--- src/sv/vdi_pkg.sv ---
// ----------------------------------------------------------------------------
// vdi_pkg: shared types for the vertex deduplication indexer
// Vertex, probe and transfer payload types used by the chain cells and the
// top level.
// ----------------------------------------------------------------------------
`default_nettype none

package vdi_pkg;

    // Width of the reported vertex index.
    localparam int VIDX_W = 10;

    // Corner position of the last vertex of a triangle.
    localparam logic [1:0] CORNER_LAST = 2'd2;
    localparam logic [1:0] CORNER_FIRST = 2'd0;

    // One vertex as three single-precision bit patterns.
    typedef struct packed {
        logic [31:0] x;
        logic [31:0] y;
        logic [31:0] z;
    } t_vertex;

    // Input transfer payload.
    typedef struct packed {
        logic [31:0] coord_x;
        logic [31:0] coord_y;
        logic [31:0] coord_z;
        logic        mesh_end;
    } t_in_item;

    // Output transfer payload.
    typedef struct packed {
        logic [VIDX_W-1:0] vertex_index;
        logic              is_new;
        logic              table_full;
        logic [1:0]        corner;
        logic              incomplete_triangle;
        logic              mesh_done;
    } t_out_item;

    // A lookup travelling down the cell chain.
    typedef struct packed {
        logic       valid;
        logic       mesh_end;
        logic       found;
        logic       is_new;
        logic [1:0] corner;
        logic       incomplete;
        t_vertex    vtx;
    } t_probe;

endpackage

`default_nettype wire

--- src/sv/vdi_cell.sv ---
// ----------------------------------------------------------------------------
// vdi_cell: one table entry of the deduplication chain
// Holds one unique vertex, compares the passing probe with it, claims the
// entry for an unmatched probe when empty, and forwards the probe one cell
// per cycle while i_advance is high. A probe ending a mesh empties the entry.
// ----------------------------------------------------------------------------
`default_nettype none

module vdi_cell #(
    parameter int TABLE_DEPTH = 1024,
    parameter int CELL_INDEX  = 0
) (
    input  wire                               i_clk,
    input  wire                               i_rst_n,
    input  wire                               i_advance,
    input  wire  vdi_pkg::t_probe             i_probe,
    input  wire  [$clog2(TABLE_DEPTH)-1:0]    i_idx,
    output vdi_pkg::t_probe                   o_probe,
    output logic [$clog2(TABLE_DEPTH)-1:0]    o_idx
);

    import vdi_pkg::*;

    localparam int IDX_W = $clog2(TABLE_DEPTH);
    localparam logic [IDX_W-1:0] MY_IDX = IDX_W'(CELL_INDEX);

    logic           r_vld;
    t_vertex        r_vtx;
    t_probe         r_probe;
    logic [IDX_W-1:0] r_idx;

    logic           hit;
    logic           claim;
    t_probe         n_probe;
    logic [IDX_W-1:0] n_idx;

    // Match against the stored vertex, or claim the first empty entry.
    always_comb begin
        hit   = i_probe.valid && !i_probe.found && r_vld && (r_vtx == i_probe.vtx);
        claim = i_probe.valid && !i_probe.found && !r_vld;
        n_probe        = i_probe;
        n_probe.found  = i_probe.found | hit | claim;
        n_probe.is_new = i_probe.is_new | claim;
        n_idx          = (hit || claim) ? MY_IDX : i_idx;
    end

    // Entry state: filled by a claim, emptied when a mesh ends.
    always_ff @(posedge i_clk) begin
        if (!i_rst_n) begin
            r_vld <= 1'b0;
        end else if (i_advance && i_probe.valid) begin
            if (i_probe.mesh_end) begin
                r_vld <= 1'b0;
            end else if (claim) begin
                r_vld <= 1'b1;
            end
        end
    end

    always_ff @(posedge i_clk) begin
        if (i_advance && claim) begin
            r_vtx <= i_probe.vtx;
        end
    end

    // Probe register toward the next cell.
    always_ff @(posedge i_clk) begin
        if (!i_rst_n) begin
            r_probe <= '0;
        end else if (i_advance) begin
            r_probe <= n_probe;
        end
    end

    always_ff @(posedge i_clk) begin
        if (i_advance) begin
            r_idx <= n_idx;
        end
    end

    assign o_probe = r_probe;
    assign o_idx   = r_idx;

endmodule

`default_nettype wire

--- config.mk ---
export PLATFORM = sky130hd
export DESIGN_NAME = vdi_cell
export DESIGN_NICKNAME = d
export VERILOG_FILES = /design/src/sv/vdi_pkg.sv /design/src/sv/vdi_cell.sv
export SDC_FILE = /design/constraint.sdc
export NUM_CORES = 1
export LEC_CHECK = 0
export BUFFER_PORTS_ARGS = -buffer_cell sky130_fd_sc_hd__buf_2
export CELL_PAD_IN_SITES_DETAIL_PLACEMENT = 1
export CELL_PAD_IN_SITES_GLOBAL_PLACEMENT = 1
export CORE_UTILIZATION = 45
export CTS_CLUSTER_DIAMETER = 40
export DETAILED_ROUTE_END_ITERATION = 6
export GPL_ROUTABILITY_DRIVEN = 0
export HOLD_SLACK_MARGIN = 0.05
export PLACE_DENSITY = 0.83
export SETUP_SLACK_MARGIN = 0.4
export SLEW_MARGIN = 10
export SYNTH_ARGS = -nofsm -noshare
export SYNTH_HDL_FRONTEND = slang
export SYNTH_SLANG_ARGS = --single-unit
--- constraint.sdc ---
create_clock -name i_clk -period 11.75 [get_ports i_clk]
set_input_delay 1.7625 -clock i_clk [delete_from_list [all_inputs] [get_ports i_clk]]
set_output_delay 1.7625 -clock i_clk [all_outputs]
set_load 0.01 [all_outputs]
==> results.toml, run 1 <==
[route]
drt_iter0_drc = 165
routed_wl_um = 20700
ant_nets = 0
wl_per_cell_um = 19.1
vias = 5401
dr.pass1.iters = 4
viasPerCell = 5.00
drc = 0

[clock_network]
path_clk_slew_ns = 0.06
cts_setup_buffers = 0
cts_htree_levels = 1
cts_resized = 0
clock-root-buffer = "clkbuf_16"
cts_hold_buf = 0
clk_path_buf_depth = 3
clock_latency_ns = 0.53
cts_sinks = 210
cts_tree = "built"
numCtsBuffers = 31

[setup_path]
crit_path_cell_trace = "buf_2, xor2_1, nor4_1, nand4_1, nor4_1, a31oi_1, and2_1"
worst_setup_path_start_kind = "primary input"
r2r_cells = 6
ff2ff_setup_slack_ns = 8.76
critPathMaxFanout = 11
max_stage_delay_ns = 0.66
worstPathRequired_ns = 12.02
cp.arrival_ns = 4.26
crit_slowest_cell = "nor4_1"
worst_setup_path_end_kind = "flip-flop"
setup.worst_path.class = "primary input to flip-flop"
crit_top_cell = "nor4_1"

[final_layout]
drive_above_1_share = 0.338
nets = 944
fin_util = 0.598
layoutNonFillerInstCount = 1081
antenna_cells = 0
areaGrowthSynthToFinish_pct = 30.4
num-fill-cells = 1808

[place]
portBuffers = 228
post-dp-hpwl_um = 13900
dp_worst_setup_slack_ns = 7.14
post-place-cells = 1024

[synth]
post-synth-top-area-cell = "edfxtp_1"
ys.flop_type = "edfxtp_1"
ys_warn_count = 0
synth_seq_area_share = 0.641
ys_top_cells_by_area = "edfxtp_1 39%, dfxtp_1 25%, mux2i_1 12%, xor2_1 7.7%, nor2b_1 7.6%"
synthesis.instances = 588
synth.most_common_cell = "edfxtp_1"
ys_ff_latch = 210
avgSynthCellArea_um2 = 14.0
synth_edf_count = 106
synthDistinctLibCells = 24
synthTopCellsByCount = "106 x edfxtp_1, 104 x dfxtp_1, 100 x mux2i_1, 100 x nor2b_1, 72 x xor2_1"
synth_top_cell_area_share = 0.388
synth_area_um2 = 8210
synthArstFlopShare = 0
syn-num-nets = 704

[hold_path]
hold_path_depth = 2
hp-class = "flip-flop to flip-flop"

[die]
die_area_um2 = 18800
die_h_um = 137
ios = 229
initial_core_util = 0.458
coreArea_um2 = 17900
rows = 49
die_w_um = 137

[global_routing]
grt_pass1_wl_um = 31400
grt_pass1_vias = 5861
grt_overflow = 0
gr-usage-all-layers = 0.217
grt_start_max_net_pins = 105
antenna_found_initial = 1

[sta]
max_slew_margin = 0.303
holdWs_ns = 0.516
finClkSkew_ns = 0.00684
hold_viol = 0
finalCritPeriodShare = 0.340
rsz0062_at_grt = "false"
fmax_mhz = 250
period_needed_ns = 3.99
tightest_slew_ns = 1.04
worst_slack_ns = 7.76
finalSetupViolations = 0
tns_ns = 0
slew_violations = 0

[power_and_ir_drop]
p_leak_nw = 4.61
peakVddDrop_mv = 0.153
powerDensity_nw_per_um2 = 186

[job]
cap_violations = 0

[run_status]
status = "complete, no violations"
-- worst max-delay path, delay by kind of cell --
| kind | cells | cell delay [ns] |
|---|---|---|
| and+or+nand+nor | 4 | 1.78 |
| AOI/OAI and AO/OA | 1 | 0.44 |
| xor gates and xnor gates | 1 | 0.16 |
| buffers and inverters | 1 | 0.13 |
-- cell families after synthesis --
logic type	count (synthesis)	share of synthesized area
and+or+nand+nor	150	0.113
xor gates and xnor gates	96	0.102
buffers and inverters	25	0.0139
AOI/OAI and AO/OA	7	0.00732
muxes	100	0.122
DFF	210	0.641
-- through the flow --
| step | total power [mW] | cell area (µm²) |
|---|---|---|
| final | 1.99 | 10700 |
| after global placement | 0.984 | 9560 |
| after floorplan | 0.918 | 8210 |
| after detailed placement | 0.995 | 9560 |
| after CTS | 2.01 | 10700 |
| after global routing | 2.06 | 10700 |
-- cell usage in the layout (no fill, tap or decap), drive strengths merged --
cell type,netlist,final
dfxtp,104,104
nand2,2,2
o21ai,2,2
nor3b,1,1
xnor2,24,24
o211a,1,1
nor2,2,2
clkinv,0,5
nor4,21,21
mux2i,100,100
a31oi,2,2
nand4,10,10
edfxtp,106,106
bufinv,0,8
nand2b,1,1
nand3,2,2
clkinvlp,0,6
clkbuf,13,32
a21oi,1,1
buf,11,231
inv,1,7
and2,11,11
xor2,72,72
a21boi,1,1
nor2b,100,100
-- registers in the layout, summed over array words and instances, names as in the netlist --
name,flops
o_idx,10
r_vld,1
o_probe,103
r_vtx,96
-- worst paths after layout --
| path | start | endpoint |
|---|---|---|
| worst max-delay path | i_probe[88] | o_idx[7] |
| worst min-delay path | o_probe[12] | o_probe[12] |
| worst max register to register | r_vtx[88] | o_idx[7] |
| worst min register to register | o_probe[12] | o_probe[12] |
-- report_power, final --
group          leakage, nW  internal [mW]  switching [mW]
Combinational         2.23         0.0705          0.0874
Sequential            1.84          0.806          0.0161
Clock                0.542          0.664           0.348
Total                 4.61           1.54           0.452
-- metal layers --
layer / up-vias / routed length (µm) / track usage
li1: 2542 / - / -
met1: 2661 / 8210 / 0.250
met2: 165 / 10800 / 0.402
met3: 31 / 1220 / 0.0489
met4: 2 / 388 / 0.0531
met5: - / 10 / 0
-- area by class of cell --
type                            instances  area [µm²]  share of cell area
Inverter                                1        3.75            0.000351
Clock inverter                         25         369              0.0345
Sequential cell                       210        5270               0.492
Tap cell                              229         287              0.0268
Clock buffer                           32         779              0.0728
Timing Repair Buffer                  231        1170               0.109
Multi-Input combinational cell        353        2830               0.264
Power figures use the tool's default switching activity.
==> run 2: changes to the inputs <==
CORE_UTILIZATION = 42   (was 45)
PLACE_DENSITY = 0.78   (was 0.83)
clock period = 3.95 ns   (was 11.75 ns; I/O delays follow)
==> results.toml, run 2 (synthesized netlist as in run 1, its figures left out) <==
[route]
wl_per_cell_um = 18.5
ant_nets = 0
dr.pass1.iters = 6
drt_iter0_drc = 169
drc = 0
viasPerCell = 4.83
vias = 5370
routed_wl_um = 20600

[sta]
fmax_mhz = 346
period_needed_ns = 2.89
finalSetupViolations = 0
rsz0062_at_grt = "false"
hold_viol = 0
max_slew_margin = 0.332
slew_violations = 0
finalCritPeriodShare = 0.732
tightest_slew_ns = 1.00
tns_ns = 0
finClkSkew_ns = 0.0109

[final_layout]
layout_commonest_cell = "buf_2"
areaGrowthSynthToFinish_pct = 29.2
drive_above_1_share = 0.327
most-common-layout-cells = "227 x buf_2, 106 x edfxtp_1, 104 x dfxtp_1"
nets = 944
multi_input_area_um2 = 2830
num-fill-cells = 1968
regArea_um2 = 5270
fin_util = 0.559
largest_reg_flops = 103
layoutNonFillerInstCount = 1112
antenna_cells = 0

[job]
cap_violations = 0

[global_routing]
grt_pass1_wl_um = 31900
gr-usage-all-layers = 0.204
grt_start_max_net_pins = 62
grt_pass1_vias = 5899
grt_overflow = 0
antenna_found_initial = 0

[clock_network]
clock_latency_ns = 0.53
numCtsBuffers = 30
cts_hold_buf = 0
path_clk_slew_ns = 0.06
clock-root-buffer = "clkbuf_16"
cts_tree = "built"
clk_path_buf_depth = 3
cts_sinks = 210
cts_htree_levels = 1
cts_setup_buffers = 0
cts_resized = 0

[setup_path]
crit_top_cell = "nor4_1"
critical_path.top_delay_family = "simple AND/OR/NAND/NOR gates"
worst_setup_path_start_kind = "flip-flop"
crit_path_cell_trace = "xor2_1, nor4_1, nand4_1, nor4_1, a31oi_1, and2_1"
cp.arrival_ns = 3.17
setup.worst_path.class = "flip-flop to flip-flop"
crit_slowest_cell = "nor4_1"
critPathMaxFanout = 11
worst_setup_path_end_kind = "flip-flop"
max_stage_delay_ns = 0.72
critPathBufInv = 0
worstPathRequired_ns = 4.23

[die]
coreArea_um2 = 19000
ios = 229
die_h_um = 142
die_area_um2 = 20100
initial_core_util = 0.433
rows = 50
die_w_um = 142

[place]
portBuffers = 228
post-dp-hpwl_um = 14300
post-place-cells = 1056

[power_and_ir_drop]
peakVddDrop_mv = 0.358
power_mw = 5.48
p_leak_nw = 4.56
powerDensity_nw_per_um2 = 517

[run_status]
status = "complete, no violations"

[hold_path]
hp-class = "primary input to flip-flop"
run 2: routing by layer:
| metal | routed length (µm) | global-route usage |
|---|---|---|
| met3 | 1130 | 0.0412 |
| met4 | 526 | 0.0713 |
| met2 | 10300 | 0.355 |
| met1 | 8690 | 0.251 |
| met5 | 0 | 0 |
run 2: layout make-up:
cell class | count | share of cell area
Timing Repair Buffer | 232 | 0.112
Inverter | 1 | 0.000354
Multi-Input combinational cell | 353 | 0.267
Clock buffer | 50 | 0.0896
Clock inverter | 6 | 0.00342
Tap cell | 260 | 0.0307
Sequential cell | 210 | 0.497
run 2: final timing paths:
check	startpoint	to	slack [ns]	cells after the start
hold reg to reg	o_probe[97]	o_probe[97]	0.51	2
hold / removal	i_probe[35]	r_vtx[35]	0.28	1
setup / recovery	r_vtx[8]	o_idx[4]	1.06	6
setup reg to reg	r_vtx[8]	o_idx[4]	1.06	6
run 2: where the power goes:
group | total [mW] | switching, mW | internal, mW
sequential | 2.45 | 0.0477 | 2.40
combinational | 0.469 | 0.258 | 0.212
clock | 2.56 | 0.938 | 1.63
total | 5.48 | 1.24 | 4.24
run 2: per-stage QoR:
| stage | setup WS [ns] | instance area (µm²) | hold WS [ns] |
|---|---|---|---|
| after floorplan | 1.09 | 8210 | 0.494 |
| after global placement | 0.693 | 9620 | 0.491 |
| after detailed placement | 0.610 | 9620 | 0.499 |
| after CTS | 0.948 | 10600 | 0.257 |
| after global routing | 0.909 | 10600 | 0.265 |
| final | 1.06 | 10600 | 0.276 |
==> run 3: changes to the inputs <==
CORE_UTILIZATION = 38   (was 42)
PLACE_DENSITY = 0.75   (was 0.78)
clock period = 2.4 ns   (was 3.95 ns; I/O delays follow)
==> results.toml, run 3 (synthesized netlist as in run 1, its figures left out) <==
[global_routing]
gr-usage-all-layers = 0.195
grt_pass1_wl_um = 33700
grt_start_max_net_pins = 73
grt_overflow = 0
antenna_found_initial = 1
grt_pass1_vias = 6258

[sta]
finalCritPeriodShare = 0.956
fmax_mhz = 436
worst_slack_ns = 0.106
max_slew_margin = 0.625
rsz0062_at_grt = "true"
tns_ns = 0
tightest_slew_ns = 0.558
finalSetupViolations = 0
period_needed_ns = 2.29
slew_violations = 0
finClkSkew_ns = 0.0228
hold_viol = 0

[hold_path]
hp-class = "primary input to flip-flop"

[power_and_ir_drop]
clockPowerShare = 0.468
power_mw = 9.30
combPwrFrac = 0.100
internal_power_mw = 7.13
power_frac_seq = 0.432
switching_share = 0.233
powerDensity_nw_per_um2 = 793
p_leak_nw = 5.03
switchingPower_mw = 2.17
peakVddDrop_mv = 0.516

[run_status]
status = "complete, no violations"

[clock_network]
cts_sinks = 210
numCtsBuffers = 30
path_clk_slew_ns = 0.05
cts_tree = "built"
clk_path_buf_depth = 3
cts_htree_levels = 1
clock_latency_ns = 0.54
clock-root-buffer = "clkbuf_16"

[place]
portBuffers = 228
post-dp-hpwl_um = 13700
dp_worst_setup_slack_ns = -0.0801

[setup_path]
crit_top_cell = "buf_4"
critPathMaxFanout = 6
cp.arrival_ns = 2.57
worst_setup_path_start_kind = "flip-flop"
worst_setup_path_end_kind = "flip-flop"
max_stage_delay_ns = 0.40
setup.worst_path.class = "flip-flop to flip-flop"
worstPathRequired_ns = 2.68
crit_path_cell_trace = "xor2_1, nor4_2, buf_4, nand4_1, nor4_1, buf_4, a31oi_4, buf_6, and2_1"
crit_slowest_cell = "edfxtp_1"

[die]
initial_core_util = 0.389
ios = 229
die_area_um2 = 22200
rows = 53
die_h_um = 149
die_w_um = 149
coreArea_um2 = 21100

[route]
drt_iter0_drc = 87
wl_per_cell_um = 17.8
drc = 0
routed_wl_um = 21800
vias = 5736
ant_nets = 0
viasPerCell = 4.67
dr.pass1.iters = 6

[final_layout]
fin_util = 0.556
most-common-layout-cells = "227 x buf_2, 106 x edfxtp_1, 104 x dfxtp_1"
drive_above_1_share = 0.333
layout_commonest_cell = "buf_2"
areaGrowthSynthToFinish_pct = 42.9
largest_reg_flops = 103
nets = 1043

[job]
cap_violations = 0
-- run 3: path summary, 6_finish.rpt --
path	depth (start not counted)	slack (ns)	start	to
max	9	0.11	r_vtx[77]	o_idx[3]
min	1	0.07	i_probe[56]	r_vtx[56]
max reg2reg	9	0.11	r_vtx[77]	o_idx[3]
min reg2reg	2	0.51	o_probe[83]	o_probe[83]
-- run 3: power groups by stage --
stage	clock, mW	combinational [mW]	sequential, mW
global route	4.61	1.01	4.03
global placement	0	0.780	4.08
floorplan	0	0.349	4.14
CTS	4.45	0.918	4.02
finish	4.35	0.928	4.02
detailed placement	0	0.801	4.09
-- run 3: cell type report --
| class | instances | area, µm² |
|---|---|---|
| fill | 2176 | 9360 |
| tap | 275 | 344 |
| sequential | 210 | 5270 |
| antenna | 1 | 2.50 |
| multi-input combinational | 353 | 2910 |
| clock buffer | 37 | 808 |
| inverter | 1 | 3.75 |
| clock inverter | 19 | 194 |
| timing repair buffer | 331 | 2200 |
-- run 3: per-stage QoR --
stage          hold WS, ns  std cells  cell area, µm²
6_report            0.0741       1227           11700
4_1_cts             0.0502       1225           11700
3_3_place_gp         0.491       1089            9830
2_1_floorplan        0.459        588            8210
3_5_place_dp         0.501       1089            9830
5_1_grt             0.0533       1226           11700
-- run 3: what timing repair did --
item	in CTS	in global routing
endpoints found under the hold margin	79	0
setup buffers	1	0
gates cloned	0	1
resized for setup	4	17
hold buffers	79	0
setup endpoints to repair	11	11
pin swaps	5	2
-- run 3: routing by layer --
| metal | GRT usage | share of wire | vias up |
|---|---|---|---|
| met3 | 0.0566 | 0.076 | 30 |
| met4 | 0.0531 | 0.017 | 2 |
| li1 | - | - | 2749 |
| met5 | 0 | 0.00046 | - |
| met1 | 0.227 | 0.41 | 2772 |
| met2 | 0.345 | 0.50 | 183 |
-- run 3: critical path, delay by kind of cell, from the launching register on --
kind,cells,cell delay (ns)
XOR/XNOR,1,0.18
AND/OR/NAND/NOR,4,0.86
buffers and inverters,3,0.51
flip-flops,1,0.40
AO/OA/AOI/OAI,1,0.09
